==> src/bmnp_pkg.sv <==
// ----------------------------------------------------------------------------
// bmnp_pkg
// Shared types and codes of the bus master node poller.
// ----------------------------------------------------------------------------
package bmnp_pkg;

   localparam logic [2:0] ACT_NONE     = 3'd0;
   localparam logic [2:0] ACT_DISCOVER = 3'd1;
   localparam logic [2:0] ACT_POLL     = 3'd2;
   localparam logic [2:0] ACT_FLUSH    = 3'd3;
   localparam logic [2:0] ACT_FORWARD  = 3'd4;

   localparam logic [2:0] PH_START  = 3'd0;
   localparam logic [2:0] PH_DETECT = 3'd1;
   localparam logic [2:0] PH_FLUSH  = 3'd2;
   localparam logic [2:0] PH_GAP    = 3'd3;
   localparam logic [2:0] PH_POLL   = 3'd4;

   localparam logic [1:0] CMD_TICK   = 2'd0;
   localparam logic [1:0] CMD_MSG    = 2'd1;
   localparam logic [1:0] CMD_START  = 2'd2;
   localparam logic [1:0] CMD_UNUSED = 2'd3;

   localparam logic [1:0] OP_ANNOUNCE = 2'd0;
   localparam logic [1:0] OP_DONE     = 2'd1;
   localparam logic [1:0] OP_OTHER    = 2'd2;

   localparam logic [7:0] REG_POLL_GAP     = 8'd0;
   localparam logic [7:0] REG_POLL_TIMEOUT = 8'd1;
   localparam logic [7:0] REG_DETECT_INT   = 8'd2;
   localparam logic [7:0] REG_NODE_SPACING = 8'd3;

   localparam logic [7:0] BOOT_GRACE = 8'd200;

   // node record as kept in the record memory
   typedef struct packed {
      logic [7:0]  module_id;
      logic [7:0]  grace;
      logic [31:0] last_contact;
   } node_rec_type;

endpackage

==> src/bmnp_elapsed.sv <==
// ----------------------------------------------------------------------------
// bmnp_elapsed
// Shared timer compare: wrapped difference of now and start against a length.
// ----------------------------------------------------------------------------
module bmnp_elapsed (
   input  logic [31:0] now,
   input  logic [31:0] start,
   input  logic [31:0] len,
   output logic        done
);

   logic [31:0] diff;

   assign diff = now - start;
   assign done = (diff >= len);

endmodule

==> src/bmnp_rec_mem.sv <==
// ----------------------------------------------------------------------------
// bmnp_rec_mem
// Node record memory, one write and one registered read port.
// ----------------------------------------------------------------------------
module bmnp_rec_mem #(
   parameter int DEPTH = 16,
   parameter int AW    = 4
) (
   input  logic                  clock,
   input  logic                  wr_en,
   input  logic [AW-1:0]         wr_addr,
   input  bmnp_pkg::node_rec_type wr_data,
   input  logic [AW-1:0]         rd_addr,
   output bmnp_pkg::node_rec_type rd_data
);

   bmnp_pkg::node_rec_type mem [DEPTH];
   bmnp_pkg::node_rec_type rd_data_ff;

   always_ff @(posedge clock) begin
      if (wr_en) begin
         mem[wr_addr] <= wr_data;
      end
      rd_data_ff <= mem[rd_addr];
   end

   assign rd_data = rd_data_ff;

endmodule

==> src/bus_master_node_poller_top.sv <==
// a request beat passes the read, execute, query read and output steps before the response is
// valid; a tick that reaches the poll step adds a detect check step and a scan step per scanned node
// req_tready is high only while the sequencer is idle, so a new request is taken only once the
// previous one has passed its output step; a stalled response holds the sequencer in its output step
// reset is synchronous, active high; it clears phase, timers, node flags and
// restores register defaults; node records read as zero until written
// ----------------------------------------------------------------------------
// bus_master_node_poller_top
// Polling master with discovery for a multi-drop bus, run by a small sequencer.
// ----------------------------------------------------------------------------
module bus_master_node_poller_top #(
   parameter int MAX_NODES = 16
) (
   input  logic        clock,
   input  logic        reset,
   input  logic        req_tvalid,
   output logic        req_tready,
   // now_ms, queue_pending, msg_node, msg_transport, msg_op, msg_len,
   // msg_data0, msg_data1, query_node
   input  logic [79:0] req_tdata,
   // cmd
   input  logic [1:0]  req_tuser,
   output logic        rsp_tvalid,
   input  logic        rsp_tready,
   // action, action_node, master_state, active_count, any_found, lost_node,
   // q_active, q_module, q_boot, q_last_contact
   output logic [79:0] rsp_tdata,
   input  logic        csr_valid,
   output logic        csr_ready,
   input  logic [7:0]  csr_index,
   input  logic [31:0] csr_data
);

   localparam int AW = (MAX_NODES > 1) ? $clog2(MAX_NODES) : 1;
   localparam logic [7:0] MAXN = 8'(MAX_NODES);
   localparam logic [7:0] SCAN_LAST = 8'(MAX_NODES - 1);

   localparam logic [2:0] S_IDLE   = 3'd0;
   localparam logic [2:0] S_RDP    = 3'd1;
   localparam logic [2:0] S_EXEC   = 3'd2;
   localparam logic [2:0] S_DETCHK = 3'd3;
   localparam logic [2:0] S_SCAN   = 3'd4;
   localparam logic [2:0] S_QRD    = 3'd5;
   localparam logic [2:0] S_QOUT   = 3'd6;

   logic [2:0]  state_ff, state_in;
   logic [15:0] gap_len_ff, tmo_len_ff, spacing_ff;
   logic [31:0] det_int_ff, win_len_ff;

   logic [1:0]  cmd_ff;
   logic [31:0] now_ff;
   logic        queued_ff, trans_ff;
   logic [7:0]  mnode_ff, mlen_ff, d0_ff, d1_ff, query_ff;
   logic [1:0]  op_ff;

   logic [2:0]  phase_ff, phase_in;
   logic [MAX_NODES-1:0] active_ff, active_in, written_ff, written_in;
   logic [7:0]  count_ff, count_in;
   logic        found_ff, found_in;
   logic [7:0]  pending_ff, pending_in;
   logic [31:0] poll_start_ff, poll_start_in, gap_start_ff, gap_start_in;
   logic [31:0] det_start_ff, det_start_in, win_start_ff, win_start_in;
   logic [2:0]  act_ff, act_in;
   logic [7:0]  act_node_ff, act_node_in, lost_ff, lost_in;
   logic [7:0]  scan_id_ff, scan_id_in, scan_k_ff, scan_k_in;

   logic        rsp_valid_ff, rsp_valid_in;
   logic [79:0] rsp_data_ff, rsp_data_in;

   logic [31:0] el_start, el_len;
   logic        el_done;

   logic                   wr_en;
   logic [AW-1:0]          wr_addr, rd_addr;
   bmnp_pkg::node_rec_type wr_data, rd_data, rec_cur;

   logic        mnode_ok, pend_ok, q_ok;
   logic [AW-1:0] mnode_ix, pend_ix, q_ix, next_ix;
   logic [7:0]  scan_next;

   assign mnode_ok  = (mnode_ff >= 8'd1) && (mnode_ff <= MAXN);
   assign pend_ok   = (pending_ff >= 8'd1) && (pending_ff <= MAXN);
   assign q_ok      = (query_ff >= 8'd1) && (query_ff <= MAXN);
   assign mnode_ix  = AW'(mnode_ff - 8'd1);
   assign pend_ix   = AW'(pending_ff - 8'd1);
   assign q_ix      = AW'(query_ff - 8'd1);
   assign scan_next = (scan_id_ff >= MAXN) ? 8'd1 : (scan_id_ff + 8'd1);
   assign next_ix   = AW'(scan_next - 8'd1);

   // record of the pending node, zero until it was written
   assign rec_cur = written_ff[pend_ix] ? rd_data : '0;

   assign req_tready = (state_ff == S_IDLE);
   assign csr_ready  = 1'b1;
   assign rsp_tvalid = rsp_valid_ff;
   assign rsp_tdata  = rsp_data_ff;

   // timer operands
   always_comb begin
      el_start = det_start_ff;
      el_len   = det_int_ff;
      if (state_ff == S_EXEC) begin
         case (phase_ff)
            bmnp_pkg::PH_DETECT: begin
               el_start = win_start_ff;
               el_len   = win_len_ff;
            end
            bmnp_pkg::PH_GAP: begin
               el_start = gap_start_ff;
               el_len   = {16'd0, gap_len_ff};
            end
            default: begin
               el_start = poll_start_ff;
               el_len   = {16'd0, tmo_len_ff};
            end
         endcase
      end
   end

   bmnp_elapsed u_elapsed (
      .now   (now_ff),
      .start (el_start),
      .len   (el_len),
      .done  (el_done)
   );

   // queried record stays on the read port while the response waits
   assign rd_addr = (state_ff == S_QRD || state_ff == S_QOUT) ? q_ix : pend_ix;

   bmnp_rec_mem #(
      .DEPTH (MAX_NODES),
      .AW    (AW)
   ) u_rec_mem (
      .clock   (clock),
      .wr_en   (wr_en),
      .wr_addr (wr_addr),
      .wr_data (wr_data),
      .rd_addr (rd_addr),
      .rd_data (rd_data)
   );

   always_comb begin
      state_in      = state_ff;
      phase_in      = phase_ff;
      active_in     = active_ff;
      written_in    = written_ff;
      count_in      = count_ff;
      found_in      = found_ff;
      pending_in    = pending_ff;
      poll_start_in = poll_start_ff;
      gap_start_in  = gap_start_ff;
      det_start_in  = det_start_ff;
      win_start_in  = win_start_ff;
      act_in        = act_ff;
      act_node_in   = act_node_ff;
      lost_in       = lost_ff;
      scan_id_in    = scan_id_ff;
      scan_k_in     = scan_k_ff;
      rsp_valid_in  = rsp_valid_ff;
      rsp_data_in   = rsp_data_ff;
      wr_en         = 1'b0;
      wr_addr       = pend_ix;
      wr_data       = rec_cur;

      if (rsp_valid_ff && rsp_tready) begin
         rsp_valid_in = 1'b0;
      end

      case (state_ff)
         S_IDLE: begin
            if (req_tvalid) begin
               act_in      = bmnp_pkg::ACT_NONE;
               act_node_in = 8'd0;
               lost_in     = 8'd0;
               state_in    = S_RDP;
            end
         end
         S_RDP: begin
            state_in = S_EXEC;
         end
         S_EXEC: begin
            state_in = S_QRD;
            case (cmd_ff)
               bmnp_pkg::CMD_START: begin
                  phase_in     = bmnp_pkg::PH_DETECT;
                  det_start_in = now_ff;
                  win_start_in = now_ff;
                  act_in       = bmnp_pkg::ACT_DISCOVER;
               end
               bmnp_pkg::CMD_MSG: begin
                  if (!trans_ff) begin
                     act_in = bmnp_pkg::ACT_FORWARD;
                  end else if (op_ff == bmnp_pkg::OP_ANNOUNCE) begin
                     if (mnode_ok) begin
                        if (!active_ff[mnode_ix]) begin
                           count_in = count_ff + 8'd1;
                        end
                        active_in[mnode_ix]  = 1'b1;
                        written_in[mnode_ix] = 1'b1;
                        found_in             = 1'b1;
                        wr_en                = 1'b1;
                        wr_addr              = mnode_ix;
                        wr_data.module_id    = (mlen_ff >= 8'd1) ? d0_ff : 8'd0;
                        wr_data.grace        = (mlen_ff >= 8'd2 && d1_ff != 8'd0) ?
                                               bmnp_pkg::BOOT_GRACE : 8'd0;
                        wr_data.last_contact = now_ff;
                     end
                  end else if (op_ff == bmnp_pkg::OP_DONE) begin
                     if (phase_ff == bmnp_pkg::PH_POLL && mnode_ff == pending_ff &&
                         pend_ok) begin
                        phase_in             = bmnp_pkg::PH_FLUSH;
                        written_in[pend_ix]  = 1'b1;
                        wr_en                = 1'b1;
                        wr_data.last_contact = now_ff;
                     end
                  end
               end
               bmnp_pkg::CMD_TICK: begin
                  case (phase_ff)
                     bmnp_pkg::PH_DETECT: begin
                        if (el_done) begin
                           phase_in = bmnp_pkg::PH_FLUSH;
                        end
                     end
                     bmnp_pkg::PH_FLUSH: begin
                        if (queued_ff) begin
                           act_in       = bmnp_pkg::ACT_FLUSH;
                           phase_in     = bmnp_pkg::PH_GAP;
                           gap_start_in = now_ff;
                        end else begin
                           state_in = S_DETCHK;
                        end
                     end
                     bmnp_pkg::PH_GAP: begin
                        if (el_done) begin
                           state_in = S_DETCHK;
                        end
                     end
                     bmnp_pkg::PH_POLL: begin
                        if (el_done) begin
                           phase_in = bmnp_pkg::PH_FLUSH;
                           if (pend_ok) begin
                              if (rec_cur.grace != 8'd0) begin
                                 written_in[pend_ix] = 1'b1;
                                 wr_en               = 1'b1;
                                 wr_data.grace       = rec_cur.grace - 8'd1;
                              end else begin
                                 active_in[pend_ix] = 1'b0;
                                 lost_in            = pending_ff;
                                 if (active_ff[pend_ix]) begin
                                    count_in = count_ff - 8'd1;
                                    found_in = (count_ff != 8'd1);
                                 end else begin
                                    found_in = (count_ff != 8'd0);
                                 end
                              end
                           end
                        end
                     end
                     default: begin
                     end
                  endcase
               end
               default: begin
               end
            endcase
         end
         S_DETCHK: begin
            if (el_done) begin
               phase_in     = bmnp_pkg::PH_DETECT;
               det_start_in = now_ff;
               win_start_in = now_ff;
               act_in       = bmnp_pkg::ACT_DISCOVER;
               state_in     = S_QRD;
            end else if (!found_ff) begin
               phase_in = bmnp_pkg::PH_FLUSH;
               state_in = S_QRD;
            end else begin
               scan_id_in = pending_ff;
               scan_k_in  = 8'd0;
               state_in   = S_SCAN;
            end
         end
         S_SCAN: begin
            // one candidate node per cycle, round-robin from the last polled
            if (active_ff[next_ix]) begin
               phase_in      = bmnp_pkg::PH_POLL;
               pending_in    = scan_next;
               poll_start_in = now_ff;
               act_in        = bmnp_pkg::ACT_POLL;
               act_node_in   = scan_next;
               state_in      = S_QRD;
            end else if (scan_k_ff == SCAN_LAST) begin
               phase_in = bmnp_pkg::PH_FLUSH;
               state_in = S_QRD;
            end else begin
               scan_id_in = scan_next;
               scan_k_in  = scan_k_ff + 8'd1;
            end
         end
         S_QRD: begin
            state_in = S_QOUT;
         end
         S_QOUT: begin
            if (!rsp_valid_ff || rsp_tready) begin
               rsp_valid_in = 1'b1;
               rsp_data_in  = '0;
               rsp_data_in[2:0]   = act_ff;
               rsp_data_in[10:3]  = act_node_ff;
               rsp_data_in[13:11] = phase_ff;
               rsp_data_in[21:14] = count_ff;
               rsp_data_in[22]    = found_ff;
               rsp_data_in[30:23] = lost_ff;
               if (q_ok) begin
                  rsp_data_in[31] = active_ff[q_ix];
                  if (written_ff[q_ix]) begin
                     rsp_data_in[39:32] = rd_data.module_id;
                     rsp_data_in[40]    = (rd_data.grace != 8'd0);
                     rsp_data_in[72:41] = rd_data.last_contact;
                  end
               end
               state_in = S_IDLE;
            end
         end
         default: begin
            state_in = S_IDLE;
         end
      endcase
   end

   always_ff @(posedge clock) begin
      if (reset) begin
         state_ff      <= S_IDLE;
         phase_ff      <= bmnp_pkg::PH_START;
         active_ff     <= '0;
         written_ff    <= '0;
         count_ff      <= 8'd0;
         found_ff      <= 1'b0;
         pending_ff    <= 8'd0;
         poll_start_ff <= 32'd0;
         gap_start_ff  <= 32'd0;
         det_start_ff  <= 32'd0;
         win_start_ff  <= 32'd0;
         rsp_valid_ff  <= 1'b0;
         gap_len_ff    <= 16'd10;
         tmo_len_ff    <= 16'd50;
         det_int_ff    <= 32'd60000;
         spacing_ff    <= 16'd10;
      end else begin
         state_ff      <= state_in;
         phase_ff      <= phase_in;
         active_ff     <= active_in;
         written_ff    <= written_in;
         count_ff      <= count_in;
         found_ff      <= found_in;
         pending_ff    <= pending_in;
         poll_start_ff <= poll_start_in;
         gap_start_ff  <= gap_start_in;
         det_start_ff  <= det_start_in;
         win_start_ff  <= win_start_in;
         rsp_valid_ff  <= rsp_valid_in;
         if (csr_valid) begin
            case (csr_index)
               bmnp_pkg::REG_POLL_GAP:     gap_len_ff <= csr_data[15:0];
               bmnp_pkg::REG_POLL_TIMEOUT: tmo_len_ff <= csr_data[15:0];
               bmnp_pkg::REG_DETECT_INT:   det_int_ff <= csr_data;
               bmnp_pkg::REG_NODE_SPACING: spacing_ff <= csr_data[15:0];
               default: begin
               end
            endcase
         end
      end
   end

   // payload registers
   always_ff @(posedge clock) begin
      win_len_ff  <= 32'(spacing_ff * (MAX_NODES + 1));
      act_ff      <= act_in;
      act_node_ff <= act_node_in;
      lost_ff     <= lost_in;
      scan_id_ff  <= scan_id_in;
      scan_k_ff   <= scan_k_in;
      rsp_data_ff <= rsp_data_in;
      if (req_tvalid && req_tready) begin
         cmd_ff    <= req_tuser;
         now_ff    <= req_tdata[31:0];
         queued_ff <= req_tdata[32];
         mnode_ff  <= req_tdata[40:33];
         trans_ff  <= req_tdata[41];
         op_ff     <= req_tdata[43:42];
         mlen_ff   <= req_tdata[51:44];
         d0_ff     <= req_tdata[59:52];
         d1_ff     <= req_tdata[67:60];
         query_ff  <= req_tdata[75:68];
      end
   end

`ifndef SYNTHESIS
   a_count_matches: assert property (@(posedge clock) disable iff (reset)
      count_ff == 8'($countones(active_ff)))
      else $error("active count out of step with node flags");

   a_found_implies_none: assert property (@(posedge clock) disable iff (reset)
      !found_ff |-> (active_ff == '0))
      else $error("found flag clear while nodes are active");

   a_poll_pending_ok: assert property (@(posedge clock) disable iff (reset)
      (phase_ff == bmnp_pkg::PH_POLL) |-> pend_ok)
      else $error("polling without a valid pending node");

   a_rsp_from_qout: assert property (@(posedge clock) disable iff (reset)
      $rose(rsp_valid_ff) |-> ($past(state_ff) == S_QOUT) && (state_ff == S_IDLE))
      else $error("response raised outside the output step");
`endif

endmodule
==> config.mk <==
export PLATFORM = sky130hd
export DESIGN_NAME = bus_master_node_poller_top
export DESIGN_NICKNAME = d
export VERILOG_FILES = /design/src/bmnp_pkg.sv /design/src/bmnp_elapsed.sv /design/src/bmnp_rec_mem.sv /design/src/bus_master_node_poller_top.sv
export SDC_FILE = /design/constraint.sdc
export NUM_CORES = 2
export LEC_CHECK = 0
export BUFFER_PORTS_ARGS = -buffer_cell sky130_fd_sc_hd__buf_4
export CAP_MARGIN = 30
export CORE_MARGIN = 1.5
export CORE_UTILIZATION = 34
export CTS_BUF_LIST = sky130_fd_sc_hd__clkbuf_4 sky130_fd_sc_hd__clkbuf_8
export DETAILED_ROUTE_END_ITERATION = 7
export GPL_TIMING_DRIVEN = 0
export PLACE_DENSITY_LB_ADDON = 0.12
export SLEW_MARGIN = 30
export SYNTH_ARGS = -nofsm -noshare
export SYNTH_HDL_FRONTEND = slang
export SYNTH_SLANG_ARGS = --single-unit
==> constraint.sdc <==
create_clock -name clock -period 8.2 [get_ports clock]
set_input_delay 1.64 -clock clock [delete_from_list [all_inputs] [get_ports clock]]
set_output_delay 1.64 -clock clock [all_outputs]
set_load 0.03 [all_outputs]
==> metrics.md <==
| Metric | Value |
|---|---|
| Port bufs | 196 |
| # setup viols final | 0 |
| Util after Layout | 41.0% |
| Setup crit start kind | flop |
| Setup slack, reg-to-reg | 0.53 ns |
| Final wirelength | 157000 µm |
| Worst path depth | 29 |
| Hold path depth | 0 |
| Worst relative slew slack | 25.2% |
| Synth cell types | 88 |
| Final min period | 7.67 ns |
| Design Area, Final | 0.0630 mm² |
| Total die area | 0.157 mm² |
| Critical path type | reg -> reg |
| Crit path arrival time | 8.35 ns |
| Xor/xnor cell area share of the yosys netlist | 1.18% |
| Worst Hold End | win_len_ff[3] |
| Core Region | 0.154 mm² |
| Hold Buf Count CTS | 0 |
| Mapped Avg Cell Area | 14.5 µm² |
| Tot Pwr | 0.0140 W |
| DRC | 0 |
| CTS tree | yes |
| Worst path slowest cell | dfxtp_1 |
| Largest family of logic cells by synthesized area | multiplexers |
| Vert. Die Dim | 396 µm |
| Required time worst endpoint | 8.88 ns |
| Clock sink count | 1255 |
| Post-synth EDFFs | 954 |
| Starting Density | 34.2% |
| Final count of hold timing violations | 0 |
| Max Root-Sink Buffers | 3 |
| Hold Startpoint | spacing_ff[3] |
| Ys flop type | edfxtp_1 |
| Final period utilization | 93.5% |
| Top Ports | 210 |
| Worst-path clk slew | 0.06 ns |
| Leak pwr | 24.3 nW |
| Slew Viols, Final | 0 |
| Nets@finish | 4454 |
| Vias in the first global route | 33692 |
| Post-DP HPWL | 112000 µm |
| Worst slack, placed | -1.39 ns |
| Unrepaired setup endpoints after global routing | no |
| Most frequent cells in the layout | edfxtp_1, nand2_1, buf_4 |
| Crit-path most repeated cell | buf_4 |
| Pwr dens | 223 mW/mm² |
| Drt first-iter violations | 2881 |
| Routability cong. | 0.858 |
| Inserted Clock Buffers | 216 |
| Synth Area in Simple Gates | 8.16% |
| WL/cell | 24.3 µm |
| Maximum fanout along the worst path | 10 |
| Final WS setup | 0.534 ns |
| First-pass GRT wire length | 229000 µm |
| Max Clk Rate | 130 MHz |
| Die W | 396 µm |
| Final Skew | 0.0690 ns |
| Peak VDD IR | 0.000175 V |
| Commonest non-fill, non-tap cell in the layout | edfxtp_1 |
| Skew-Pair Late Insertion Delay | 0.97 ns |
| Post-DRT Antenna Nets | 0 |
| Crit path max-delay family | compound AO/OA/AOI/OAI gates |
| Remaining Overflow, GRT | 0 |
| Mapped Area | 0.0525 mm² |
| TNS Setup | 0 ns |
| Crit end category | flop |
| Adder-Cell Fraction of Synth Area | 2.65% |
| MaxCap Viol Count | 0 |
| # H-tree levels | 4 |
| HP Class | reg -> reg |
| Ys async rst share | 0% |
| Largest net degree at the start of global routing | 37 |
| Yosys reg bits | 1255 |
| Drt first pass iters | 7 |
| Status | finished clean |
| Initial antenna violation count | 3 |
| Synth Warn # | 0 |
| CP bufs+invs | 8 |
| Launch point of the worst reg-to-reg path | phase_ff[1] |
| Vias | 33004 |
| CTS Root Cell | clkbuf_8 |
| Area Growth Syn to Fin | 20.0% |
| Placed instance area | 0.0582 mm² |
| GRT Overall Usage | 19.9% |
| Synth Area in Compound Gates | 7.37% |
| Sequential area share after synthesis | 66.0% |
| Mux cell area share after synthesis | 12.6% |
| R2R Path End | u_rec_mem.mem[7][14] |
| Mapped Cells | 3622 |
| FP Rows | 144 |
| DR vias/cell | 5.11 |
| FF-to-FF path depth | 29 |
| FILL cells | 14345 |
| Share of cells above drive strength 1 | 25.1% |
| Crit-path max cell delay | 0.54 ns |
| Worst Max-Slew Pin Slew | 1.11 ns |
[worst register-to-register path: cells and delay by family, from the launching register on]
family                   cells  cell delay (ns)
flip-flops                   1             0.54
XOR/XNOR                     1             0.23
adder cells (fa/ha/maj)      2             0.65
AO/OA/AOI/OAI               12             2.96
buffers and inverters        8             2.02
AND/OR/NAND/NOR              6             1.01
[how the worst max path moves through the flow]
stage,from,to,slack [ns]
floorplan,state_ff[1],u_rec_mem.mem[10][0],-0.77
global placement,state_ff[1],u_rec_mem.mem[10][14],-8.94
detailed placement,state_ff[1],u_rec_mem.mem[8][14],-1.39
CTS,state_ff[1],u_rec_mem.mem[6][14],0.009
global route,state_ff[0],u_rec_mem.mem[7][14],0.0007
finish,phase_ff[1],u_rec_mem.mem[7][14],0.53
[state kept, by name, summed over array words and instances, names as in the netlist, 16 cells and up]
signal	flops
tmo_len_ff	16
gap_len_ff	16
now_ff	32
u_rec_mem.rd_data	48
det_int_ff	32
gap_start_ff	32
u_rec_mem.mem	768
win_start_ff	32
poll_start_ff	32
active_ff	16
spacing_ff	16
written_ff	16
win_len_ff	21
rsp_tdata	73
[Yosys cell counts, types with 14 or more instances]
master / number / share of area (%)
mux2i_1: 157 / 3.0
buf_1: 15 / 0.11
a21o_1: 21 / 0.30
a31oi_1: 23 / 0.27
dfxtp_1: 301 / 11
ha_1: 108 / 2.6
mux4_2: 214 / 9.2
nand3_1: 70 / 0.67
o21ai_0: 78 / 0.74
nand4_1: 16 / 0.19
and2_1: 60 / 0.71
nor2_1: 152 / 1.1
a211oi_1: 84 / 1.2
clkbuf_1: 137 / 0.98
edfxtp_1: 954 / 55
xor2_1: 30 / 0.50
buf_2: 42 / 0.40
nand2_1: 467 / 3.3
buf_4: 17 / 0.24
inv_1: 33 / 0.24
nor4_1: 14 / 0.17
a21oi_1: 218 / 2.1
xnor2_1: 39 / 0.65
o2bb2ai_1: 15 / 0.25
nand2b_1: 15 / 0.18
o22ai_1: 37 / 0.44
nor3_1: 45 / 0.43
nor2b_1: 69 / 0.82
[per-stage QoR]
step	std cells	hold WS, ns
2_1_floorplan	3631	0.355
3_3_place_gp	5871	0.373
3_5_place_dp	6037	0.370
4_1_cts	6449	0.353
5_1_grt	6453	0.389
6_report	6454	0.355
[kinds of logic (layout without fill, tap and decap cells)]
logic type,after synthesis,in the layout
buffers and inverters,248,1025
muxes,384,384
xor gates and xnor gates,70,70
and+or+nand+nor,947,947
other,2,13
DFF,1255,1255
adders and majority gates,110,110
AOI/OAI and AO/OA,606,606
[timing repair]
action | in CTS | in global routing
pin swaps | 2 | 3
buffers inserted | 3 | 6
resized for setup | 19 | 27
endpoints found under the setup margin | 874 | 368
[routing by layer]
metal  wire, µm  up-vias  track usage, %  share of wire, %
li1           -    15094               -                 -
met1      70700    16773            27.3                45
met2      74900      923            32.3                48
met3       8030      214            3.43               5.1
met4       3260        0            5.50               2.1
met5          0        -               0                 0
[cell type report]
cell class / count / area [µm²] / area share [%]
well taps: 2044 / 2560 / 4.06
clock inverters: 86 / 722 / 1.15
plain buffers: 209 / 937 / 1.49
flip-flops and latches: 1255 / 34700 / 55.0
repair buffers: 371 / 2950 / 4.69
inverters: 36 / 135 / 0.214
multi-input cells: 2128 / 17100 / 27.1
clock buffers: 323 / 3940 / 6.25
diodes: 2 / 5.00 / 0.00794
[power by group]
part           switching [W]  internal, W
clock                0.00272      0.00336
combinational       0.000641     0.000369
sequential         0.0000910      0.00686
total                0.00345       0.0106
No activity file was read; power rests on OpenSTA's default activity.
